==> src/rtl/dsq_pkg.sv <==
// Package for the decimal square root block: channel types, unit control and helpers.
`default_nettype none
package dsq_pkg;

   localparam logic [6:0] PAIR_MAX  = 7'd99;
   localparam logic [3:0] DIGIT_MAX = 4'd9;
   localparam logic [6:0] RADIX     = 7'd10;

   typedef struct packed {
      logic [6:0] digit_pair;
      logic       first_pair;
      logic       last_pair;
   } dsq_req_type;

   typedef struct packed {
      logic [3:0] root_digit;
      logic       last_digit;
      logic       overflow;
   } dsq_rsp_type;

   typedef struct packed {
      logic       clear;
      logic       enable;
      logic       pos_zero;
      logic       pos_one;
      logic [3:0] trial_digit;
   } dsq_unit_ctrl_type;

   // Quotient by ten through a reciprocal multiply; exact for every 7-bit input, 0 to 127.
   function automatic logic [3:0] div10(input logic [6:0] value);
      logic [14:0] product;
      product = 15'(value) * 15'd205;
      return product[14:11];
   endfunction

endpackage
`default_nettype wire

==> src/rtl/decimal_digit_by_digit_sqrt.sv <==
// Top level of the decimal digit-by-digit square root: sequencer, stores and digit unit.
// A request with k pairs already taken runs up to ten passes over positions 0 to k+2
// (trial digits 1..9 until one overshoots, then one write-back pass) before the result
// is handed off; overflow requests skip the passes. Requests are not taken while busy;
// the shared digit unit walks one BCD digit a cycle.
// Reset is synchronous and clears control state only; the digit stores are never swept,
// since the pair count marks which digits hold live data.
`default_nettype none
module decimal_digit_by_digit_sqrt #(
   parameter int MAX_ROOT_DIGITS = 32
) (
   input  wire logic                 clock,
   input  wire logic                 reset,
   input  wire logic                 req_valid,
   output logic                      req_stall,
   input  wire dsq_pkg::dsq_req_type req_data,
   output logic                      rsp_valid,
   input  wire logic                 rsp_stall,
   output dsq_pkg::dsq_rsp_type      rsp_data
);
   import dsq_pkg::*;

   // Count of pairs taken, position within a pass, and store addresses.
   localparam int CW      = $clog2(MAX_ROOT_DIGITS + 1);
   localparam int AW      = $clog2(MAX_ROOT_DIGITS + 3);
   localparam int ROOT_AW = (MAX_ROOT_DIGITS > 1) ? $clog2(MAX_ROOT_DIGITS) : 1;

   localparam logic [1:0] ST_IDLE   = 2'd0;
   localparam logic [1:0] ST_RUN    = 2'd1;
   localparam logic [1:0] ST_FINISH = 2'd2;

   logic [1:0]    state_ff, state_in;
   logic [CW-1:0] count_ff, count_in;
   logic [AW-1:0] base_ff, base_in;
   logic [3:0]    ones_ff, ones_in;
   logic [3:0]    tens_ff, tens_in;
   logic          last_ff, last_in;
   logic          ovf_ff, ovf_in;
   logic [3:0]    trial_ff, trial_in;
   logic [3:0]    best_ff, best_in;
   logic          final_ff, final_in;
   logic [AW-1:0] issue_ff, issue_in;
   logic          issuing_ff, issuing_in;
   logic          proc_ff, proc_in;
   logic [AW-1:0] proc_pos_ff, proc_pos_in;
   logic [AW-1:0] proc_addr_ff, proc_addr_in;
   logic          rsp_valid_ff, rsp_valid_in;
   dsq_rsp_type   rsp_data_ff, rsp_data_in;

   logic              accept;
   logic [CW-1:0]     count_start;
   logic [6:0]        pair_sat;
   logic [3:0]        pair_tens;
   logic [AW-1:0]     count_wide;
   logic [AW-1:0]     last_pos;
   logic              pass_end;
   logic              rsp_free;
   logic [ROOT_AW-1:0] root_rd_addr;
   logic              root_rd_valid;
   logic [AW-1:0]     rem_rd_addr;
   logic              rem_rd_valid;
   logic              root_wr_en;
   logic              rem_wr_en;
   logic [3:0]        root_rd_digit;
   logic [3:0]        rem_rd_digit;
   logic [3:0]        diff_digit;
   logic              borrow_out;
   dsq_unit_ctrl_type unit_ctrl;

   assign req_stall = (state_ff != ST_IDLE);
   assign accept    = req_valid && !req_stall;
   assign rsp_valid = rsp_valid_ff;
   assign rsp_data  = rsp_data_ff;
   assign rsp_free  = !rsp_valid_ff || !rsp_stall;

   // Pairs above 99 are treated as 99; the pair splits into its two BCD digits here.
   assign pair_sat    = (req_data.digit_pair > PAIR_MAX) ? PAIR_MAX : req_data.digit_pair;
   assign pair_tens   = div10(pair_sat);
   assign count_start = req_data.first_pair ? '0 : count_ff;

   // A pass walks positions 0 to k+2 of the working value, least significant first.
   assign count_wide = AW'(count_ff);
   assign last_pos   = count_wide + AW'(2);
   assign pass_end   = proc_ff && (proc_pos_ff == last_pos);

   // Root digits sit in arrival order, so root digit j (least significant first) lives at
   // address k-1-j; position p of the pass needs root digit p-1.
   assign root_rd_valid = (issue_ff != '0) && (issue_ff <= count_wide);
   assign root_rd_addr  = ROOT_AW'(count_wide - issue_ff);

   // The remainder is kept at a moving base: each pair shifts it up two decimal places,
   // so the base steps down by two and new digits overwrite the ones just read in place.
   // After a clear nothing is live until the first pair has been written back.
   assign rem_rd_valid = (issue_ff >= AW'(2)) && (count_ff != '0);
   assign rem_rd_addr  = base_ff + issue_ff - AW'(2);

   assign rem_wr_en  = proc_ff && final_ff;
   assign root_wr_en = pass_end && final_ff;

   always_comb begin
      unit_ctrl.clear       = accept || pass_end;
      unit_ctrl.enable      = proc_ff;
      unit_ctrl.pos_zero    = (proc_pos_ff == '0);
      unit_ctrl.pos_one     = (proc_pos_ff == AW'(1));
      unit_ctrl.trial_digit = final_ff ? best_ff : trial_ff;
   end

   always_comb begin
      state_in     = state_ff;
      count_in     = count_ff;
      base_in      = base_ff;
      ones_in      = ones_ff;
      tens_in      = tens_ff;
      last_in      = last_ff;
      ovf_in       = ovf_ff;
      trial_in     = trial_ff;
      best_in      = best_ff;
      final_in     = final_ff;
      issue_in     = issue_ff;
      issuing_in   = issuing_ff;
      proc_in      = 1'b0;
      proc_pos_in  = issue_ff;
      proc_addr_in = rem_rd_addr;
      rsp_valid_in = rsp_valid_ff && rsp_stall;
      rsp_data_in  = rsp_data_ff;

      unique case (state_ff)
         ST_IDLE: begin
            if (accept) begin
               count_in = count_start;
               ones_in  = 4'(pair_sat - 7'(pair_tens) * RADIX);
               tens_in  = pair_tens;
               last_in  = req_data.last_pair;
               best_in  = 4'd0;
               if (count_start >= CW'(MAX_ROOT_DIGITS)) begin
                  // Capacity is full: the state is left alone and the digit reads zero.
                  ovf_in   = 1'b1;
                  state_in = ST_FINISH;
               end else begin
                  ovf_in     = 1'b0;
                  trial_in   = 4'd1;
                  final_in   = 1'b0;
                  issue_in   = '0;
                  issuing_in = 1'b1;
                  state_in   = ST_RUN;
               end
            end
         end
         ST_RUN: begin
            proc_in = issuing_ff;
            if (issuing_ff) begin
               if (issue_ff == last_pos) begin
                  issuing_in = 1'b0;
               end else begin
                  issue_in = issue_ff + AW'(1);
               end
            end
            if (pass_end) begin
               if (final_ff) begin
                  count_in = count_ff + CW'(1);
                  base_in  = base_ff - AW'(2);
                  state_in = ST_FINISH;
               end else begin
                  // A final borrow means this trial product exceeds the working value.
                  if (borrow_out || (trial_ff == DIGIT_MAX)) begin
                     final_in = 1'b1;
                  end
                  if (!borrow_out) begin
                     best_in  = trial_ff;
                     trial_in = trial_ff + 4'd1;
                  end
                  issue_in   = '0;
                  issuing_in = 1'b1;
               end
            end
         end
         ST_FINISH: begin
            if (rsp_free) begin
               rsp_valid_in           = 1'b1;
               rsp_data_in.root_digit = best_ff;
               rsp_data_in.last_digit = last_ff;
               rsp_data_in.overflow   = ovf_ff;
               state_in               = ST_IDLE;
            end
         end
         default: begin
            state_in = ST_IDLE;
         end
      endcase
   end

   always_ff @(posedge clock) begin
      if (reset) begin
         state_ff     <= ST_IDLE;
         count_ff     <= '0;
         base_ff      <= '0;
         issuing_ff   <= 1'b0;
         proc_ff      <= 1'b0;
         final_ff     <= 1'b0;
         rsp_valid_ff <= 1'b0;
      end else begin
         state_ff     <= state_in;
         count_ff     <= count_in;
         base_ff      <= base_in;
         issuing_ff   <= issuing_in;
         proc_ff      <= proc_in;
         final_ff     <= final_in;
         rsp_valid_ff <= rsp_valid_in;
      end
   end

   always_ff @(posedge clock) begin
      ones_ff      <= ones_in;
      tens_ff      <= tens_in;
      last_ff      <= last_in;
      ovf_ff       <= ovf_in;
      trial_ff     <= trial_in;
      best_ff      <= best_in;
      issue_ff     <= issue_in;
      proc_pos_ff  <= proc_pos_in;
      proc_addr_ff <= proc_addr_in;
      rsp_data_ff  <= rsp_data_in;
   end

   dsq_stores #(
      .ROOT_DEPTH (MAX_ROOT_DIGITS),
      .REM_AW     (AW)
   ) u_stores (
      .clock         (clock),
      .root_rd_addr  (root_rd_addr),
      .root_rd_valid (root_rd_valid),
      .root_wr_en    (root_wr_en),
      .root_wr_addr  (ROOT_AW'(count_ff)),
      .root_wr_digit (best_ff),
      .rem_rd_addr   (rem_rd_addr),
      .rem_rd_valid  (rem_rd_valid),
      .rem_wr_en     (rem_wr_en),
      .rem_wr_addr   (proc_addr_ff),
      .rem_wr_digit  (diff_digit),
      .root_rd_digit (root_rd_digit),
      .rem_rd_digit  (rem_rd_digit)
   );

   dsq_digit_unit u_digit_unit (
      .clock      (clock),
      .ctrl       (unit_ctrl),
      .pair_ones  (ones_ff),
      .pair_tens  (tens_ff),
      .root_digit (root_rd_digit),
      .rem_digit  (rem_rd_digit),
      .diff_digit (diff_digit),
      .borrow_out (borrow_out)
   );

endmodule
`default_nettype wire

==> src/rtl/dsq_digit_unit.sv <==
// Shared digit unit: one BCD digit of (20*root+d)*d subtracted from the working value.
`default_nettype none
module dsq_digit_unit (
   input  wire logic                        clock,
   input  wire dsq_pkg::dsq_unit_ctrl_type  ctrl,
   input  wire logic [3:0]                  pair_ones,
   input  wire logic [3:0]                  pair_tens,
   input  wire logic [3:0]                  root_digit,
   input  wire logic [3:0]                  rem_digit,
   output logic [3:0]                       diff_digit,
   output logic                             borrow_out
);
   import dsq_pkg::*;

   logic       double_carry_ff, double_carry_in;
   logic [3:0] mult_carry_ff, mult_carry_in;
   logic       borrow_ff, borrow_in;

   logic [4:0] doubled;
   logic [3:0] factor_digit;
   logic [7:0] product;
   logic [6:0] product_sum;
   logic [3:0] trial_digit;
   logic [3:0] cur_digit;
   logic [4:0] diff_raw;

   always_comb begin
      doubled = {root_digit, 1'b0} + 5'(double_carry_ff);
      if (ctrl.pos_zero) begin
         factor_digit    = ctrl.trial_digit;
         double_carry_in = 1'b0;
      end else if (doubled >= 5'(RADIX)) begin
         factor_digit    = 4'(doubled - 5'(RADIX));
         double_carry_in = 1'b1;
      end else begin
         factor_digit    = doubled[3:0];
         double_carry_in = 1'b0;
      end

      product       = 8'(factor_digit) * 8'(ctrl.trial_digit);
      product_sum   = product[6:0] + 7'(mult_carry_ff);
      mult_carry_in = div10(product_sum);
      trial_digit   = 4'(product_sum - 7'(mult_carry_in) * RADIX);

      if (ctrl.pos_zero) begin
         cur_digit = pair_ones;
      end else if (ctrl.pos_one) begin
         cur_digit = pair_tens;
      end else begin
         cur_digit = rem_digit;
      end

      diff_raw   = {1'b0, cur_digit} - {1'b0, trial_digit} - 5'(borrow_ff);
      borrow_in  = diff_raw[4];
      diff_digit = borrow_in ? 4'(diff_raw + 5'(RADIX)) : diff_raw[3:0];
      borrow_out = borrow_in;
   end

   always_ff @(posedge clock) begin
      if (ctrl.clear) begin
         double_carry_ff <= 1'b0;
         mult_carry_ff   <= 4'd0;
         borrow_ff       <= 1'b0;
      end else if (ctrl.enable) begin
         double_carry_ff <= double_carry_in;
         mult_carry_ff   <= mult_carry_in;
         borrow_ff       <= borrow_in;
      end
   end

endmodule
`default_nettype wire

==> src/rtl/dsq_stores.sv <==
// Root and remainder digit memories with registered, masked reads.
`default_nettype none
module dsq_stores #(
   parameter  int ROOT_DEPTH = 32,
   parameter  int REM_AW     = 6,
   localparam int ROOT_AW    = (ROOT_DEPTH > 1) ? $clog2(ROOT_DEPTH) : 1
) (
   input  wire logic               clock,
   input  wire logic [ROOT_AW-1:0] root_rd_addr,
   input  wire logic               root_rd_valid,
   input  wire logic               root_wr_en,
   input  wire logic [ROOT_AW-1:0] root_wr_addr,
   input  wire logic [3:0]         root_wr_digit,
   input  wire logic [REM_AW-1:0]  rem_rd_addr,
   input  wire logic               rem_rd_valid,
   input  wire logic               rem_wr_en,
   input  wire logic [REM_AW-1:0]  rem_wr_addr,
   input  wire logic [3:0]         rem_wr_digit,
   output logic [3:0]              root_rd_digit,
   output logic [3:0]              rem_rd_digit
);
   localparam int REM_DEPTH = 2 ** REM_AW;

   logic [3:0] root_mem [0:ROOT_DEPTH-1];
   logic [3:0] rem_mem  [0:REM_DEPTH-1];
   logic [3:0] root_rd_ff;
   logic [3:0] rem_rd_ff;
   logic       root_valid_ff;
   logic       rem_valid_ff;

   always_ff @(posedge clock) begin
      if (root_wr_en) begin
         root_mem[root_wr_addr] <= root_wr_digit;
      end
      root_rd_ff    <= root_mem[root_rd_addr];
      root_valid_ff <= root_rd_valid;
   end

   always_ff @(posedge clock) begin
      if (rem_wr_en) begin
         rem_mem[rem_wr_addr] <= rem_wr_digit;
      end
      rem_rd_ff    <= rem_mem[rem_rd_addr];
      rem_valid_ff <= rem_rd_valid;
   end

   // Digits outside the filled region read as zero.
   assign root_rd_digit = root_valid_ff ? root_rd_ff : 4'd0;
   assign rem_rd_digit  = rem_valid_ff  ? rem_rd_ff  : 4'd0;

endmodule
`default_nettype wire
==> config.mk <==
export PLATFORM = sky130hd
export DESIGN_NAME = decimal_digit_by_digit_sqrt
export DESIGN_NICKNAME = d
export VERILOG_FILES = /design/src/rtl/dsq_pkg.sv /design/src/rtl/decimal_digit_by_digit_sqrt.sv /design/src/rtl/dsq_digit_unit.sv /design/src/rtl/dsq_stores.sv
export SDC_FILE = /design/constraint.sdc
export NUM_CORES = 1
export LEC_CHECK = 0
export BUFFER_PORTS_ARGS = -buffer_cell sky130_fd_sc_hd__buf_2
export CAP_MARGIN = 20
export CORE_MARGIN = 3
export CORE_UTILIZATION = 42
export CTS_BUF_LIST = sky130_fd_sc_hd__clkbuf_8
export CTS_CLUSTER_SIZE = 12
export DETAILED_ROUTE_END_ITERATION = 8
export GPL_TIMING_DRIVEN = 1
export PLACE_DENSITY = 0.65
export SYNTH_ARGS = -nofsm -noshare
export SYNTH_HDL_FRONTEND = slang
export SYNTH_SLANG_ARGS = --single-unit
==> constraint.sdc <==
create_clock -name clock -period 12 [get_ports clock]
set_input_delay 2.4 -clock clock [delete_from_list [all_inputs] [get_ports clock]]
set_output_delay 2.4 -clock clock [all_outputs]
set_load 0.01 [all_outputs]
* Yosys cells after proc, flatten, opt, wreduce, memory -nomap -nowiden
Memories as Yosys holds them, arrays and structs flattened. A register that Yosys moved wholly into a read port is not among the register bits. Cells that the tools add are included.
Word-level totals: output and inout port bits 8, memories kept 2, bits in registers 68, bits in writable memories 384, bits of input ports 13, word-level logic and storage cells 155
Cells by class: equal/unequal tests 13, muxes and demuxes 60, multipliers 5, add/subtract/negate cells 16, bitwise gates (word level) 1, reduce and logical (&&, ||, !) cells 29, $lt $le $gt $ge 5
Memories:
- u_stores.rem_mem | depth 64, width 4, rd ports 1, clocked after memory_dff 1, write ports 1, RTL line dsq_stores.sv:25 | logic [3:0] rem_mem [0:REM_DEPTH-1];
- u_stores.root_mem | depth 32, width 4, rd ports 1, clocked after memory_dff 1, write ports 1, RTL line dsq_stores.sv:24 | logic [3:0] root_mem [0:ROOT_DEPTH-1];
Operator list (count):
- $mux 4 | 17
- $mux 6 | 10
- $mul 7x8->15 const B | 2
- $pmux 6 s2 | 2
- $mux 1 | 20
- $pmux 4 s2 | 2
- $ne 2x2->1 const B | 7
- $add 6x1->6 const B | 2
- $eq 6x6->1 | 2
- $reduce_and 4->1 | 3
- $reduce_bool 6->1 | 2
- $sub 6x2->6 const B | 2
- $mux 2 | 5
- $mul 4x3->3 const B | 2
- $sub 4x4->4 | 2
- $add 7x4->7 | 1
- $gt 7x7->1 const B | 1
- $logic_and 1x1->1 | 7
- $mul 4x4->7 | 1
- $mux 7 | 1
- $add 6x2->6 const B | 1
- $add 6x6->6 | 1
- $eq 6x1->1 const B | 1
- $ge 6x2->1 const B | 1
- 26 further kinds | 34

* Depth between registers and ports, before layout
word-level depth 17, depth in mapped cells 49, gate-level depth less buffers 48

* Hierarchy
Synthesis repeated with hierarchy kept, for this count alone.
Second synthesis, totals: cell total of the unflattened synthesis 1410, area, all modules 21790.9 um^2
By module, submodules not included:
- dsq_stores | area each 15492.4 um^2, instances 1, cells each 743, sequential area each 11731.3 um^2
- decimal_digit_by_digit_sqrt | area each 4187.8 um^2, instances 1, cells each 415, sequential area each 1461.4 um^2
- dsq_digit_unit | area each 2110.8 um^2, instances 1, cells each 252, sequential area each 120.1 um^2

* Worst setup path before layout
No wires, ideal clock.
path kind register to register, start register proc_pos_ff[3], end memory u_stores.rem_mem[0][3] (data pin), buffers on the path 1, cell stages (with the launch flop) 41, slack 0.514 ns, setup time 0.567 ns, data arrival time 10.919 ns, required time 11.433 ns, period minus slack after synthesis 11.486 ns, cell sequence dfxtp_1 -> or4_1 -> or3_1 -> clkbuf_1 -> nor2_1 -> a31oi_1 -> or2_2 -> fa_1 -> fa_1 -> fa_1 -> inv_1 -> ha_1 -> a21oi_1 -> o21bai_1 -> a21oi_1 -> xnor2_1 -> ha_1 -> ha_1 -> (+5 left out) -> a311oi_1 -> o21ai_0 -> nor2_1 -> xnor2_1 -> ha_1 -> inv_1 -> fa_1 -> xnor2_1 -> xnor2_1 -> xnor2_1 -> ha_1 -> inv_1 -> ha_1 -> a21oi_1 -> xnor2_1 -> nor2_1 -> xnor2_1 -> xnor2_1
On the way: word-level cells in the longest chain between the ends 11, elaborated cells on any way between the ends 14, classes of those cells 5 x add/sub; 3 x mul; 1 x eq/ne; 4 x mux; 1 x reduce/logical
Ends and longest elaborated chain:
- from (decl) | RTL line decimal_digit_by_digit_sqrt.sv:45 | logic [AW-1:0] proc_pos_ff, proc_pos_in;
- from (signal assigned) | RTL line decimal_digit_by_digit_sqrt.sv:220 | proc_pos_ff <= proc_pos_in;
- $logic_not 6->1 (*) | RTL line decimal_digit_by_digit_sqrt.sv:103 | unit_ctrl.pos_zero = (proc_pos_ff == '0);
- $mux 4 (*) | RTL line dsq_digit_unit.sv:29 | if (ctrl.pos_zero) begin
- $mul 4x4->7 (*) | RTL line dsq_digit_unit.sv:40 | product = 8'(factor_digit) * 8'(ctrl.trial_digit);
- $add 7x4->7 (*) | RTL line dsq_digit_unit.sv:41 | product_sum = product[6:0] + 7'(mult_carry_ff);
- $mul 7x8->15 (*) | RTL line dsq_pkg.sv:32 | product = 15'(value) * 15'd205;
- net u_digit_unit.mult_carry_in[0] | RTL line dsq_digit_unit.sv:16 | logic [3:0] mult_carry_ff, mult_carry_in;
- $mul 4x3->3 (*) | RTL line dsq_digit_unit.sv:43 | trial_digit = 4'(product_sum - 7'(mult_carry_in) * RADIX);
- $sub 4x4->4 (*) | RTL line dsq_digit_unit.sv:43
- $sub 4x4->5 (*) | RTL line dsq_digit_unit.sv:53 | diff_raw = {1'b0, cur_digit} - {1'b0, trial_digit} - 5'(borrow_ff);
- $sub 5x1->5 (*) | RTL line dsq_digit_unit.sv:53
- $add 4x4->4 | RTL line dsq_digit_unit.sv:55 | diff_digit = borrow_in ? 4'(diff_raw + 5'(RADIX)) : diff_raw[3:0];
- $mux 4 (*) | RTL line dsq_digit_unit.sv:55
- net diff_digit[3] | RTL line decimal_digit_by_digit_sqrt.sv:66 | logic [3:0] diff_digit;
- to (decl) | RTL line dsq_stores.sv:25
Mark *: on every way through the listed nets, which the timed path passes. The rest lies on a longest branch.

* Worst setup path in the final report
start register proc_pos_ff[3], end memory u_stores.rem_mem[25][3] (data pin)
Same word-level chain as after synthesis.

==> impl_results.md <==
- Status: finished clean
- CTS sink cnt: 458
- Yosys warning count: 0
- CP Class: reg2reg
- Cts hold-fix bufs: 0
- CP max stage delay: between 500 and 600 ps
- Clock latency on the worst-skew pair: 640 ps
- Synth Flop Type: edfxtp_1
- Area leader, netlist: edfxtp_1
- DR vias: 11200
- Fill cells: ~4200
- DR pass1 iterations: 5
- Setup_tns: 0 ps
- Vias/cell: roughly 5.3
- Post-route ant nets: 0
- GRT overflow: 0
- Avg Inst Size Synth: approximately 16 sq um
- Total track usage: between 10% and 20%
- Netlist cell types: between 50 and 60
- Pin count of the biggest net entering global routing: between 60 and 70
- Worst hold path class: reg2reg
- Top cells by area, synth: edfxtp_1 (58%), mux4_2 (13%), ha_1 (6.9%), dfxtp_1 (4.1%), nor2_1 (2.8%)
- Crit path DAT: 11160 ps
- Core ar.: just under 50000 sq um
- Layout cell share with drive strength beyond 1: a little under a fifth
- Worst Setup Start Kind: flip-flop
- Crit path max fanout: 64
- Most common cell in the netlist: edfxtp_1
- Endpoint class of the critical path: flip-flop
- Die Ht: 231 um
- Slowest CP cell: or4_1
- Nets: ~1600
- Synth-to-Final Area Change: 10.8%
- Syn Nets: roughly 1500
- Clock H-tree levels: 3
- Initial drt markers: slightly above 800
- Final Skew: about 26 ps
- CTS tree: built
- Sequential area share after synthesis: a little over three fifths
- First-pass GRT wire length: roughly 67000 um
- Antenna diodes: 0
- Starting Density: a little over two fifths
- Hpwl dp: 27900 um
- Register area: about 13000 sq um
- Die Wd: about 230 um
- Synth async-reset ratio: 0%
- Total Wirelength: ~42000 um
- Final setup vio count: 0
- Multi-input gate area: 7480 sq um
- Post-layout minimum cycle time: 10810 ps
- Clk buf depth: 3
- Final worst-path cycle share: between 90% and 100%
- Die ar.: between 50000 and 60000 sq um
- Number of flops mapped to enable cells by yosys: 414
- Clock slew at reported path FFs: ~60 ps
- Post_cts resized: 0
- Post-Synthesis Cells: ~1300
- Per-cell routed wire length: a little under 20 um
- Port bufs: 20
- Max-slew violation count: 0
- Post-CTS Setup Bufs: 0
- Row count: 81
- Vias in the first global route: between 10000 and 15000
- Synth cell count leaders: edfxtp_1 (414), nor2_1 (157), mux4_2 (120)
- Initial antenna violation count: 0
- Worst-margin pin slew: between 1000 and 1500 ps
- Placer Congestion: ~0.79
- Post-synth top area share: between 50% and 60%
- CTS Buf Count: 76
- I/O Pins: 21
- Residual DRC: 0
- Highest clock rate: between 90 and 100 MHz
- RSZ-0062 raised after global routing: false
- Max-cap violations: 0
- WP data required: around 12000 ps
- Post-Synthesis Cell Area: 21300 sq um
- Max-Slew Margin vs Limit: 30.7%
- Final hold vios: 0
- Root Buffer: clkbuf_8
- Yosys reg bits: roughly 460
## worst max-delay path, delay by kind of cell (launching register included)
kind,cells,cell delay (ps)
xor gates and xnor gates,8,1790
buffers and inverters,6,730
and+or+nand+nor,6,1580
adders and majority gates,13,4900
AOI/OAI and AO/OA,7,1170
DFF,1,330
## cell type report
cell class	instances	area share (%)
clock buffers	80	4.66
well taps	664	3.52
inverters	93	1.48
clock inverters	53	1.18
repair buffers	36	1.19
flip-flops and latches	458	56.3
multi-input cells	736	31.6
## final timing paths
path,from,to,slack [ps],cells after the start
setup / recovery,proc_pos_ff[3],u_stores.rem_mem[25][3],1190,40
hold / removal,ovf_ff,rsp_data[0],430,0
setup reg to reg,proc_pos_ff[3],u_stores.rem_mem[25][3],1190,40
hold reg to reg,ovf_ff,rsp_data[0],430,0
## state kept, by name (all words and copies together), names as in the netlist, 5 cells and up
name,cells
proc_addr_ff,6
issue_ff,6
u_stores.rem_mem,256
rsp_data,6
u_stores.root_mem,128
count_ff,6
proc_pos_ff,5
base_ff,5
## cells in the final DEF (no fill, tap or decap), drive strengths merged, types with 5 or more instances in the layout
cell type | netlist | routed
a21oi | 35 | 35
edfxtp | 414 | 414
xor2 | 15 | 15
a21o | 16 | 16
nor3b | 6 | 6
clkinv | 1 | 27
clkbuf | 28 | 80
nand4 | 6 | 6
nand3 | 18 | 18
nand2 | 46 | 46
a31oi | 5 | 5
and2 | 7 | 7
nor3 | 8 | 8
o21ai | 9 | 9
dfxtp | 44 | 44
buf | 21 | 36
xnor2 | 44 | 44
inv | 92 | 115
mux2 | 10 | 10
or2 | 7 | 7
nor2 | 157 | 157
nand2b | 10 | 10
fa | 28 | 28
a22oi | 8 | 8
nor2b | 10 | 10
mux2i | 7 | 7
ha | 117 | 117
mux4 | 120 | 120
## per-layer routing
layer / part of all wire (%) / track usage, %
met1: 44 / 21.8
met3: 4.6 / 3.31
met2: 50 / 26.8
met4: 2.0 / 4.76
met5: 0 / 0
## logic make-up after synthesis
kind of cell / after synthesis / synth area share, %
compound gates: 102 / 3.20
xor+xnor: 60 / 2.53
mux: 137 / 13.5
simple gates: 292 / 6.20
fa+ha+maj: 145 / 9.49
flops: 458 / 62.4
buf+inv: 142 / 2.65
## per-stage QoR
stage / hold WS [ps] / util, % / std cells / setup slack, ps / cell area [sq um]
CTS: 427 / 47.6 / 2117 / 845 / 23600
detailed placement: 415 / 44.8 / 1984 / 865 / 22200
global route: 441 / 47.7 / 2120 / 285 / 23600
floorplan: 400 / - / 1336 / 514 / 21300
finish: 429 / 47.7 / 2120 / 1190 / 23600
global placement: 405 / 44.7 / 1983 / 1220 / 22200
Power is left out: the tool's default activity adds up to more than one toggle a clock period on the data nets, which glitch-free logic cannot reach.
